<file path="config.mk">
export PLATFORM = sky130hd
export DESIGN_NAME = timer_min_heap_manager
export DESIGN_NICKNAME = d
export VERILOG_FILES = /design/src/hw/rtl/tmhm_pkg.sv /design/src/hw/rtl/timer_min_heap_manager.sv /design/src/hw/rtl/tmhm_ram.sv /design/src/hw/rtl/tmhm_front.sv /design/src/hw/rtl/tmhm_back.sv
export SDC_FILE = /design/constraint.sdc
export NUM_CORES = 2
export LEC_CHECK = 0
export BUFFER_PORTS_ARGS = -buffer_cell sky130_fd_sc_hd__buf_2
export CORE_ASPECT_RATIO = 0.9
export CORE_MARGIN = 2
export CORE_UTILIZATION = 40
export DETAILED_ROUTE_END_ITERATION = 7
export SYNTH_ARGS = -nofsm -noshare
export SYNTH_HDL_FRONTEND = slang
export SYNTH_SLANG_ARGS = --single-unit
</file>
<file path="constraint.sdc">
create_clock -name clk -period 21.9 [get_ports clk]
set_input_delay 1.095 -clock clk [delete_from_list [all_inputs] [get_ports clk]]
set_output_delay 1.095 -clock clk [all_outputs]
set_load 0.005 [all_outputs]
</file>
<file path="src/hw/rtl/tmhm_pkg.sv">
package tmhm_pkg;

	localparam int unsigned HEAP_DEPTH_DEF = 16;
	localparam int unsigned KEY_W = 16;
	localparam int unsigned MOD_W = 17;
	localparam logic [MOD_W-1:0] MOD_RESET = 17'd65536;
	localparam logic [MOD_W-1:0] MOD_MIN = 17'd2;
	localparam logic [MOD_W-1:0] MOD_MAX = 17'd65536;

	localparam logic CMD_ARM = 1'b0;
	localparam logic CMD_TICK = 1'b1;

	localparam logic KIND_ARM = 1'b0;
	localparam logic KIND_TICK = 1'b1;

	localparam logic [1:0] ST_OK = 2'd0;
	localparam logic [1:0] ST_ZERO = 2'd1;
	localparam logic [1:0] ST_FULL = 2'd2;

	typedef struct packed {
		logic command;
		logic [7:0] timer_id;
		logic [7:0] owner_task;
		logic [15:0] delay;
	} in_t;

	typedef struct packed {
		logic reply_kind;
		logic [1:0] status;
		logic expired;
		logic [7:0] expired_id;
		logic [7:0] expired_owner;
		logic wake_task;
		logic reschedule;
		logic [15:0] tick_now;
		logic last;
	} out_t;

	typedef struct packed {
		logic [KEY_W-1:0] key;
		logic [7:0] id;
		logic [7:0] owner;
	} entry_t;

	localparam int unsigned ENTRY_W = $bits(entry_t);

	typedef struct packed {
		logic is_tick;
		logic zero_delay;
		logic [7:0] timer_id;
		logic [7:0] owner_task;
		logic [15:0] delay;
	} cmd_t;

	typedef enum logic [3:0] {
		S_IDLE,
		S_ARM_SUM,
		S_ARM_WRAP,
		S_ARM_PLACE,
		S_UP_CHK,
		S_UP_CMP,
		S_ARM_REPLY,
		S_TICK_START,
		S_TICK_CHK,
		S_TICK_ROOT,
		S_TICK_TAIL,
		S_DN_CHK,
		S_DN_LEFT,
		S_DN_RIGHT,
		S_TICK_END
	} state_t;

endpackage

</file>
<file path="src/hw/rtl/timer_min_heap_manager.sv">
// Timer manager over two binary min-heaps (current and next counter period).
// Input channel in_valid/in_stall/in_data carries one command per transfer:
// arm a timer (id, owner, delay) or advance the tick counter by one.
// Output channel out_valid/out_stall/out_data returns one reply per arm and
// one report per expired timer per tick (or one empty report); last marks
// the final transfer of a command.
// cfg_we/cfg_data write the counter modulus; write only while idle.
// A two-entry command queue sits in front of the heap sequencer, so up to
// two commands are taken while the sequencer works or the output stalls.
// Arm: the sequencer sums counter and delay, handles the wrap, places the timer
// and sifts it up level by level; a zero delay or a full heap skips the climb.
// Tick: each expired timer is read at the root, replaced by the tail and sifted
// down; the heap RAM has one write port and one registered read port.
// Output stall holds the reply register and holds the sequencer where it must emit a transfer.
// Reset empties both heaps, zeroes the counter and sets the modulus to 65536.
module timer_min_heap_manager #(
	parameter int unsigned HEAP_DEPTH = tmhm_pkg::HEAP_DEPTH_DEF
) (
	input  logic clk,
	input  logic arst_n,
	input  logic cfg_we,
	input  logic [tmhm_pkg::MOD_W-1:0] cfg_data,
	input  logic in_valid,
	output logic in_stall,
	input  tmhm_pkg::in_t in_data,
	output logic out_valid,
	input  logic out_stall,
	output tmhm_pkg::out_t out_data
);
	import tmhm_pkg::*;

	logic cmd_valid;
	logic cmd_take;
	cmd_t cmd;

	tmhm_front u_front (
		.clk(clk),
		.arst_n(arst_n),
		.in_valid(in_valid),
		.in_stall(in_stall),
		.in_data(in_data),
		.cmd_valid(cmd_valid),
		.cmd_take(cmd_take),
		.cmd(cmd)
	);

	tmhm_back #(
		.HEAP_DEPTH(HEAP_DEPTH)
	) u_back (
		.clk(clk),
		.arst_n(arst_n),
		.cfg_we(cfg_we),
		.cfg_data(cfg_data),
		.cmd_valid(cmd_valid),
		.cmd_take(cmd_take),
		.cmd(cmd),
		.out_valid(out_valid),
		.out_stall(out_stall),
		.out_data(out_data)
	);

	a_status_arm_only: assert property (@(posedge clk) disable iff (!arst_n)
		out_valid && out_data.status != ST_OK |-> out_data.reply_kind == KIND_ARM)
		else $error("nonzero status on a tick report");

	a_wake_needs_expiry: assert property (@(posedge clk) disable iff (!arst_n)
		out_valid && out_data.wake_task |-> out_data.expired && out_data.expired_owner != 8'd0)
		else $error("wake without expired task timer");

	a_resched_on_last: assert property (@(posedge clk) disable iff (!arst_n)
		out_valid && out_data.reschedule |-> out_data.last && out_data.reply_kind == KIND_TICK)
		else $error("reschedule outside last tick report");

endmodule

</file>
<file path="src/hw/rtl/tmhm_ram.sv">
module tmhm_ram #(
	parameter int unsigned WIDTH = 32,
	parameter int unsigned DEPTH = 64
) (
	input  logic clk,
	input  logic we,
	input  logic [$clog2(DEPTH)-1:0] waddr,
	input  logic [WIDTH-1:0] wdata,
	input  logic [$clog2(DEPTH)-1:0] raddr,
	output logic [WIDTH-1:0] rdata
);
	logic [WIDTH-1:0] mem_q [DEPTH];

	always_ff @(posedge clk) begin
		if (we) begin
			mem_q[waddr] <= wdata;
		end
		rdata <= mem_q[raddr];
	end
endmodule

</file>
<file path="src/hw/rtl/tmhm_front.sv">
module tmhm_front (
	input  logic clk,
	input  logic arst_n,
	input  logic in_valid,
	output logic in_stall,
	input  tmhm_pkg::in_t in_data,
	output logic cmd_valid,
	input  logic cmd_take,
	output tmhm_pkg::cmd_t cmd
);
	import tmhm_pkg::*;

	cmd_t fifo_q [2];
	logic wr_ptr_q;
	logic rd_ptr_q;
	logic [1:0] fill_q;
	logic push;
	logic pop;
	cmd_t decoded;

	always_comb begin
		decoded.is_tick = (in_data.command == CMD_TICK);
		decoded.zero_delay = (in_data.delay == 16'd0);
		decoded.timer_id = in_data.timer_id;
		decoded.owner_task = in_data.owner_task;
		decoded.delay = in_data.delay;
	end

	assign in_stall = (fill_q == 2'd2);
	assign push = in_valid && !in_stall;
	assign cmd_valid = (fill_q != 2'd0);
	assign pop = cmd_valid && cmd_take;
	assign cmd = fifo_q[rd_ptr_q];

	always_ff @(posedge clk) begin
		if (push) begin
			fifo_q[wr_ptr_q] <= decoded;
		end
	end

	always_ff @(posedge clk or negedge arst_n) begin
		if (!arst_n) begin
			wr_ptr_q <= 1'b0;
			rd_ptr_q <= 1'b0;
			fill_q <= 2'd0;
		end else begin
			if (push) wr_ptr_q <= !wr_ptr_q;
			if (pop) rd_ptr_q <= !rd_ptr_q;
			if (push && !pop) fill_q <= fill_q + 2'd1;
			else if (pop && !push) fill_q <= fill_q - 2'd1;
		end
	end
endmodule

</file>
<file path="src/hw/rtl/tmhm_back.sv">
module tmhm_back #(
	parameter int unsigned HEAP_DEPTH = tmhm_pkg::HEAP_DEPTH_DEF
) (
	input  logic clk,
	input  logic arst_n,
	input  logic cfg_we,
	input  logic [tmhm_pkg::MOD_W-1:0] cfg_data,
	input  logic cmd_valid,
	output logic cmd_take,
	input  tmhm_pkg::cmd_t cmd,
	output logic out_valid,
	input  logic out_stall,
	output tmhm_pkg::out_t out_data
);
	import tmhm_pkg::*;

	localparam int unsigned IW = $clog2(HEAP_DEPTH + 1);
	localparam int unsigned AW = IW + 1;
	localparam int unsigned RAM_DEPTH = 2 << IW;
	localparam logic [IW-1:0] ROOT = IW'(1);
	localparam logic [IW-1:0] DEPTH_I = IW'(HEAP_DEPTH);

	state_t state_q, state_d;

	logic [MOD_W-1:0] mod_q;
	logic [MOD_W-1:0] modm1_q;
	logic [15:0] counter_q;
	logic cur_q;
	logic [IW-1:0] count_q [2];
	logic hsel_q;
	entry_t x_q;
	entry_t left_q;
	entry_t pend_q;
	logic pend_v_q;
	logic woke_q;
	logic at_end_q;
	logic [IW-1:0] idx_q;
	logic [IW-1:0] n_q;
	logic [IW-1:0] cnt_q;
	logic [1:0] status_q;
	cmd_t cmd_q;
	logic [MOD_W-1:0] sum_q;
	logic [MOD_W-1:0] diff_q;
	logic wrap_q;
	out_t out_q;
	logic out_valid_q;

	logic out_free;
	logic [MOD_W-1:0] cfg_clamped;
	logic [MOD_W-1:0] nxt_raw;
	logic [15:0] nxt;
	logic [KEY_W-1:0] arm_key;
	logic arm_sel;
	logic arm_full;
	logic [IW:0] lchild;
	logic [IW:0] rchild;
	logic l_in;
	logic r_in;
	logic root_hit;
	logic tick_go;
	entry_t rdata;
	logic [ENTRY_W-1:0] rdata_raw;
	entry_t dn_c;
	logic [IW-1:0] dn_ci;
	logic dn_move;

	logic ram_we;
	logic [IW-1:0] ram_widx;
	entry_t ram_wdata;
	logic [IW-1:0] ram_ridx;

	assign out_free = !out_valid_q || !out_stall;
	assign out_valid = out_valid_q;
	assign out_data = out_q;
	assign rdata = entry_t'(rdata_raw);

	always_comb begin
		if (cfg_data < MOD_MIN) cfg_clamped = MOD_MIN;
		else if (cfg_data > MOD_MAX) cfg_clamped = MOD_MAX;
		else cfg_clamped = cfg_data;
	end

	assign nxt_raw = {1'b0, counter_q} + MOD_W'(1);
	assign nxt = (nxt_raw >= mod_q) ? 16'd0 : nxt_raw[15:0];

	always_comb begin
		arm_sel = cur_q;
		arm_key = sum_q[KEY_W-1:0];
		if (wrap_q) begin
			arm_sel = !cur_q;
			arm_key = (diff_q >= mod_q) ? modm1_q[KEY_W-1:0] : diff_q[KEY_W-1:0];
		end
		arm_full = (count_q[arm_sel] >= DEPTH_I);
	end

	assign lchild = {idx_q, 1'b0};
	assign rchild = {idx_q, 1'b1};
	assign l_in = (lchild <= {1'b0, n_q});
	assign r_in = (rchild <= {1'b0, n_q});
	assign root_hit = at_end_q || (rdata.key <= counter_q);
	assign tick_go = root_hit && (!pend_v_q || out_free);

	always_comb begin
		dn_c = rdata;
		dn_ci = lchild[IW-1:0];
		if (state_q == S_DN_RIGHT) begin
			if (rdata.key < left_q.key) begin
				dn_c = rdata;
				dn_ci = rchild[IW-1:0];
			end else begin
				dn_c = left_q;
				dn_ci = lchild[IW-1:0];
			end
		end
		dn_move = (dn_c.key < x_q.key);
	end

	always_comb begin
		state_d = state_q;
		unique case (state_q)
			S_IDLE: begin
				if (cmd_valid) begin
					if (cmd.is_tick) state_d = S_TICK_START;
					else if (cmd.zero_delay) state_d = S_ARM_REPLY;
					else state_d = S_ARM_SUM;
				end
			end
			S_ARM_SUM: state_d = S_ARM_WRAP;
			S_ARM_WRAP: state_d = S_ARM_PLACE;
			S_ARM_PLACE: state_d = arm_full ? S_ARM_REPLY : S_UP_CHK;
			S_UP_CHK: state_d = (idx_q == ROOT) ? S_ARM_REPLY : S_UP_CMP;
			S_UP_CMP: state_d = (rdata.key > x_q.key) ? S_UP_CHK : S_ARM_REPLY;
			S_ARM_REPLY: if (out_free) state_d = S_IDLE;
			S_TICK_START: state_d = S_TICK_CHK;
			S_TICK_CHK: begin
				if (count_q[hsel_q] == '0 || cnt_q == DEPTH_I) state_d = S_TICK_END;
				else state_d = S_TICK_ROOT;
			end
			S_TICK_ROOT: begin
				if (!root_hit) state_d = S_TICK_END;
				else if (tick_go) state_d = S_TICK_TAIL;
			end
			S_TICK_TAIL: state_d = S_DN_CHK;
			S_DN_CHK: state_d = l_in ? S_DN_LEFT : S_TICK_CHK;
			S_DN_LEFT: begin
				if (r_in) state_d = S_DN_RIGHT;
				else state_d = dn_move ? S_DN_CHK : S_TICK_CHK;
			end
			S_DN_RIGHT: state_d = dn_move ? S_DN_CHK : S_TICK_CHK;
			S_TICK_END: if (out_free) state_d = S_IDLE;
			default: state_d = S_IDLE;
		endcase
	end

	always_comb begin
		cmd_take = 1'b0;
		ram_we = 1'b0;
		ram_widx = idx_q;
		ram_wdata = x_q;
		ram_ridx = ROOT;
		unique case (state_q)
			S_IDLE: cmd_take = cmd_valid;
			S_UP_CHK: begin
				if (idx_q == ROOT) ram_we = 1'b1;
				else ram_ridx = idx_q >> 1;
			end
			S_UP_CMP: begin
				ram_we = 1'b1;
				if (rdata.key > x_q.key) ram_wdata = rdata;
			end
			S_TICK_ROOT: if (tick_go) ram_ridx = count_q[hsel_q];
			S_DN_CHK: begin
				if (l_in) ram_ridx = lchild[IW-1:0];
				else ram_we = 1'b1;
			end
			S_DN_LEFT: begin
				if (r_in) begin
					ram_ridx = rchild[IW-1:0];
				end else begin
					ram_we = 1'b1;
					if (dn_move) ram_wdata = dn_c;
				end
			end
			S_DN_RIGHT: begin
				ram_we = 1'b1;
				if (dn_move) ram_wdata = dn_c;
			end
			default: ;
		endcase
	end

	tmhm_ram #(
		.WIDTH(ENTRY_W),
		.DEPTH(RAM_DEPTH)
	) u_heap_ram (
		.clk(clk),
		.we(ram_we),
		.waddr({hsel_q, ram_widx}),
		.wdata(ram_wdata),
		.raddr({hsel_q, ram_ridx}),
		.rdata(rdata_raw)
	);

	always_ff @(posedge clk) begin
		unique case (state_q)
			S_IDLE: if (cmd_valid) cmd_q <= cmd;
			S_ARM_SUM: sum_q <= {1'b0, counter_q} + {1'b0, cmd_q.delay};
			S_ARM_WRAP: begin
				wrap_q <= (sum_q >= mod_q);
				diff_q <= sum_q - mod_q;
			end
			S_ARM_PLACE: begin
				idx_q <= count_q[arm_sel] + IW'(1);
				hsel_q <= arm_sel;
				x_q <= '{key: arm_key, id: cmd_q.timer_id, owner: cmd_q.owner_task};
			end
			S_UP_CMP: if (rdata.key > x_q.key) idx_q <= idx_q >> 1;
			S_TICK_START: hsel_q <= cur_q;
			S_TICK_ROOT: if (tick_go) pend_q <= rdata;
			S_TICK_TAIL: begin
				x_q <= rdata;
				n_q <= count_q[hsel_q] - IW'(1);
				idx_q <= ROOT;
			end
			S_DN_LEFT: begin
				left_q <= rdata;
				if (!r_in && dn_move) idx_q <= dn_ci;
			end
			S_DN_RIGHT: if (dn_move) idx_q <= dn_ci;
			default: ;
		endcase
	end

	always_ff @(posedge clk or negedge arst_n) begin
		if (!arst_n) begin
			state_q <= S_IDLE;
			mod_q <= MOD_RESET;
			modm1_q <= MOD_RESET - MOD_W'(1);
			counter_q <= 16'd0;
			cur_q <= 1'b0;
			count_q[0] <= '0;
			count_q[1] <= '0;
			pend_v_q <= 1'b0;
			woke_q <= 1'b0;
			at_end_q <= 1'b0;
			cnt_q <= '0;
			status_q <= ST_OK;
			out_valid_q <= 1'b0;
			out_q <= '0;
		end else begin
			state_q <= state_d;
			if (cfg_we) begin
				mod_q <= cfg_clamped;
				modm1_q <= cfg_clamped - MOD_W'(1);
			end
			if (out_valid_q && !out_stall) out_valid_q <= 1'b0;
			unique case (state_q)
				S_IDLE: begin
					if (cmd_valid) begin
						status_q <= cmd.zero_delay ? ST_ZERO : ST_OK;
						if (cmd.is_tick) counter_q <= nxt;
					end
				end
				S_ARM_PLACE: begin
					if (arm_full) status_q <= ST_FULL;
					else count_q[arm_sel] <= count_q[arm_sel] + IW'(1);
				end
				S_ARM_REPLY: begin
					if (out_free) begin
						out_valid_q <= 1'b1;
						out_q <= '{reply_kind: KIND_ARM, status: status_q,
							tick_now: counter_q, last: 1'b1, default: '0};
					end
				end
				S_TICK_START: begin
					at_end_q <= ({1'b0, counter_q} == modm1_q);
					cnt_q <= '0;
					woke_q <= 1'b0;
					pend_v_q <= 1'b0;
				end
				S_TICK_ROOT: begin
					if (tick_go) begin
						if (pend_v_q) begin
							out_valid_q <= 1'b1;
							out_q <= '{reply_kind: KIND_TICK, status: ST_OK, expired: 1'b1,
								expired_id: pend_q.id, expired_owner: pend_q.owner,
								wake_task: (pend_q.owner != 8'd0), reschedule: 1'b0,
								tick_now: counter_q, last: 1'b0};
						end
						pend_v_q <= 1'b1;
						if (rdata.owner != 8'd0) woke_q <= 1'b1;
						cnt_q <= cnt_q + IW'(1);
					end
				end
				S_TICK_TAIL: count_q[hsel_q] <= count_q[hsel_q] - IW'(1);
				S_TICK_END: begin
					if (out_free) begin
						out_valid_q <= 1'b1;
						if (pend_v_q) begin
							out_q <= '{reply_kind: KIND_TICK, status: ST_OK, expired: 1'b1,
								expired_id: pend_q.id, expired_owner: pend_q.owner,
								wake_task: (pend_q.owner != 8'd0), reschedule: woke_q,
								tick_now: counter_q, last: 1'b1};
						end else begin
							out_q <= '{reply_kind: KIND_TICK, status: ST_OK,
								tick_now: counter_q, last: 1'b1, default: '0};
						end
						if (at_end_q) cur_q <= !cur_q;
					end
				end
				default: ;
			endcase
		end
	end
endmodule

</file>
==> flow_summary.yaml <==
cts:
  cts_buffer_depth: 4
  tritoncts: "done"
  clkSinkCount: 2425
  insertion_delay_ps: 910
  ctsResizeCount: 0
  cts-htree-levels: 4
  post-cts-setup-buffer-count: 0
  numCtsBuffers: 234
  path_clk_slew_ps: 70
  cts_root_buf: "clkbuf_16"
  hold_buffers: 0
timing:
  tightest_slew_ps: 1372
  setup_viol: 0
  hold_viol: 0
  period_share: 0.3256
  grt_setup_unrepaired: "no"
  clock.fmax_ghz: 0.1402
  holdWs_ps: 394.5
  setup_ws_ps: 14770
  slew_headroom: 0.08532
  finalCriticalPeriod_ps: 7131
  drv_slew: 0
  tns_ps: 0
  clock_skew_ps: 52.85
setup_path:
  path_buf_inv: 5
  crit_arrival_ps: 7890
  path_cells: "ha_1 > o211a_1 > o311a_1 > or3_1 > a21oi_4 > buf_4 > buf_4 > buf_4 > buf_4 > buf_4 > mux4_2 > nand2_1 > a21boi_0 > o32a_1"
  cp-start-kind: "register"
  crit_end: "u_back.u_heap_ram.rdata[22]$_DFF_P_"
  path_common_cell: "buf_4"
  slowest_delay_ps: 830
  path_class: "register to register"
  path_depth: 14
  critPathRequiredTime_ps: 22650
  rr_startpoint: "u_back.u_heap_ram.rdata[18]$_DFF_P_"
  slowest_stage: "dfxtp_1"
  r2r_setup_slack_ps: 14770
  reg2reg_depth: 14
  crit_start: "u_back.u_heap_ram.rdata[18]$_DFF_P_"
  endpoint_kind: "register"
  r2r_end: "u_back.u_heap_ram.rdata[22]$_DFF_P_"
  cpLargestDelayFamily: "buffers and inverters"
  worstPathMaxFanout: 66
run:
  drv_cap: 0
global_route:
  grt_max_degree: 142
  grtUsageTotal: 0.2385
  grt_overflow: 0
  antenna_found_initial: 11
  grt_pass1_vias: 60421
  grt_pass1_wl_mm: 439.5
hold_path:
  hp-class: "primary input to register"
routing:
  wl_per_cell_um: 28.72
  dr.pass1.iters: 8
  antenna_left: 0
  dr_wl_met3_mm: 31.89
  first_iter_violations: 8979
  wl_met2_mm: 139.5
  vias: 63953
  routed.top_layer: "met5"
  routed_via_density: 5.937
  drt-total-wl_mm: 309.3
  wl_met1_mm: 127.5
  drc_errors: 1
placed_design:
  place_ws_ps: 14900
  hpwl_mm: 173.3
  dp.cells: 10347
  io_buffers: 95
  place_congestion: 0.9163
layout:
  num-nets-final: 7457
  layoutNonFillerInstCount: 10772
  layout-drive-gt1-share: 0.1292
  utilization: 0.4553
  area_growth_syn_to_layout_pct: 13.12
  fillers: 21768
pwr:
  p_switching_w: 0.004675
  power_leakage_nw: 37.76
  clkPwrFrac: 0.284
  p_int_w: 0.009177
  powerDensity_nw_per_um2: 123.1
  switching_share: 0.3375
  power_frac_seq: 0.446
  combPwrFrac: 0.271
  peakVddDrop_v: 0.00007941
outcome:
  violations: "design-rule violations"
  status: "finished with violations"
synthesis:
  avgSynthCellArea_um2: 13.95
  ys.flop_type: "edfxtp_1"
  yosysMostFrequentCell: "edfxtp_1"
  synthArstFlopShare: 0.04907
  synth_cell_types: 82
  yosys-top-cells-area: "edfxtp_1, nand2_1, dfrtp_1"
  ys_ff_latch: 2425
  yosysSeqAreaShare: 0.7229
  yosysTopAreaCell: "edfxtp_1"
  synth.cell_area_um2: 99500
  ys_warn_count: 0
  netlist_top_cells_count: "edfxtp_1, nand2_1, a21oi_1, nand3_1, clkbuf_1"
  syn_inst: 7130
  synth.top_cell.area_share: 0.6863
  synth_edf_count: 2274
  syn_nets: 7328
floorplanning:
  die-height_um: 477.1
  die_x_um: 529.7
  start_util: 0.4025
  die_area_um2: 252800
  core-area_um2: 247200
  rows: 173
  ios: 96
## cells by family (layout without fill, tap and decap cells)
family / after synthesis / in the layout / share of synthesized area
DFF: 2425 / 2425 / 0.7229
xor gates and xnor gates: 75 / 75 / 0.006602
other: 0 / 1 / 0
muxes: 339 / 339 / 0.04580
and+or+nand+nor: 2371 / 2371 / 0.1036
adders and majority gates: 143 / 143 / 0.01813
buffers and inverters: 579 / 895 / 0.02431
AOI/OAI and AO/OA: 1198 / 1198 / 0.07870
## registers in the layout (all words and copies together), names as in the netlist, 5 cells and up
signal	flops
u_back.pend_q	16
u_front.fifo_q	68
u_back.x_q	32
u_back.left_q	32
u_back.u_heap_ram.mem_q	2048
u_back.out_data	39
u_back.modm1_q	17
u_back.n_q	5
u_back.count_q	10
u_back.u_heap_ram.rdata	32
u_back.cnt_q	5
u_back.idx_q	5
u_back.counter_q	16
u_back.sum_q	17
u_back.diff_q	17
u_back.mod_q	17
u_back.cmd_q	32
## per-layer routing
metal | vias up | global-route usage
met3 | 552 | 0.04108
met4 | 2 | 0.07721
met5 | - | 0
met1 | 32639 | 0.3473
li1 | 27179 | -
met2 | 3581 | 0.3625
## how the worst min path moves through the flow
stage / startpoint / to / slack (ps) / cells past startpoint
after floorplan: u_back.u_heap_ram.rdata[10]$_DFF_P_ / u_back.left_q[10]$_DFFE_PP_ / 430 / 0
after global placement: u_back.pend_q[15]$_DFFE_PP_ / u_back.out_data[34]$_DFFE_PN0P_ / 460 / 1
after detailed placement: u_back.pend_q[8]$_DFFE_PP_ / u_back.out_data[27]$_DFFE_PN0P_ / 450 / 1
after CTS: in_data[24] / u_front.fifo_q[0][24]$_DFFE_PP_ / 340 / 1
after global routing: in_data[24] / u_front.fifo_q[0][24]$_DFFE_PP_ / 370 / 1
final: in_data[28] / u_front.fifo_q[1][28]$_DFFE_PP_ / 390 / 1
## stage by stage
stage	cell area (um2)	power, W
after CTS	112500	0.01387
after detailed placement	105300	0.009976
after global placement	105300	0.009928
after global routing	112500	0.01436
after floorplan	99500	0.008413
final	112500	0.01385
## area by class of cell
type	instances	area, um2	area share
multi-input combinational	4126	26420	0.2347
antenna	1	2.502	0.00002223
tap	3325	4160	0.03697
clock buffer	300	6228	0.05534
clock inverter	123	1030	0.009150
inverter	169	634.4	0.005636
timing repair buffer	303	2150	0.01910
sequential	2425	71930	0.6391
## cell usage in the layout, fill, tap and decap left out, types with 112 or more instances in the layout
master,n
edfxtp_1,2274
nand3_1,239
nand2_1,1489
inv_1,167
o21ai_0,193
buf_4,199
and3_1,112
ha_1,141
a21oi_1,431
mux2i_1,183
clkbuf_16,238
## power by group through the flow
stage / clock, W / sequential [W] / combinational (W)
after global routing: 0.00415 / 0.00619 / 0.00402
after detailed placement: 0 / 0.00627 / 0.00371
after global placement: 0 / 0.00626 / 0.00367
final: 0.00393 / 0.00618 / 0.00375
after CTS: 0.00398 / 0.00617 / 0.00372
after floorplan: 0 / 0.00619 / 0.00222
(Power assumes the default switching activity.)
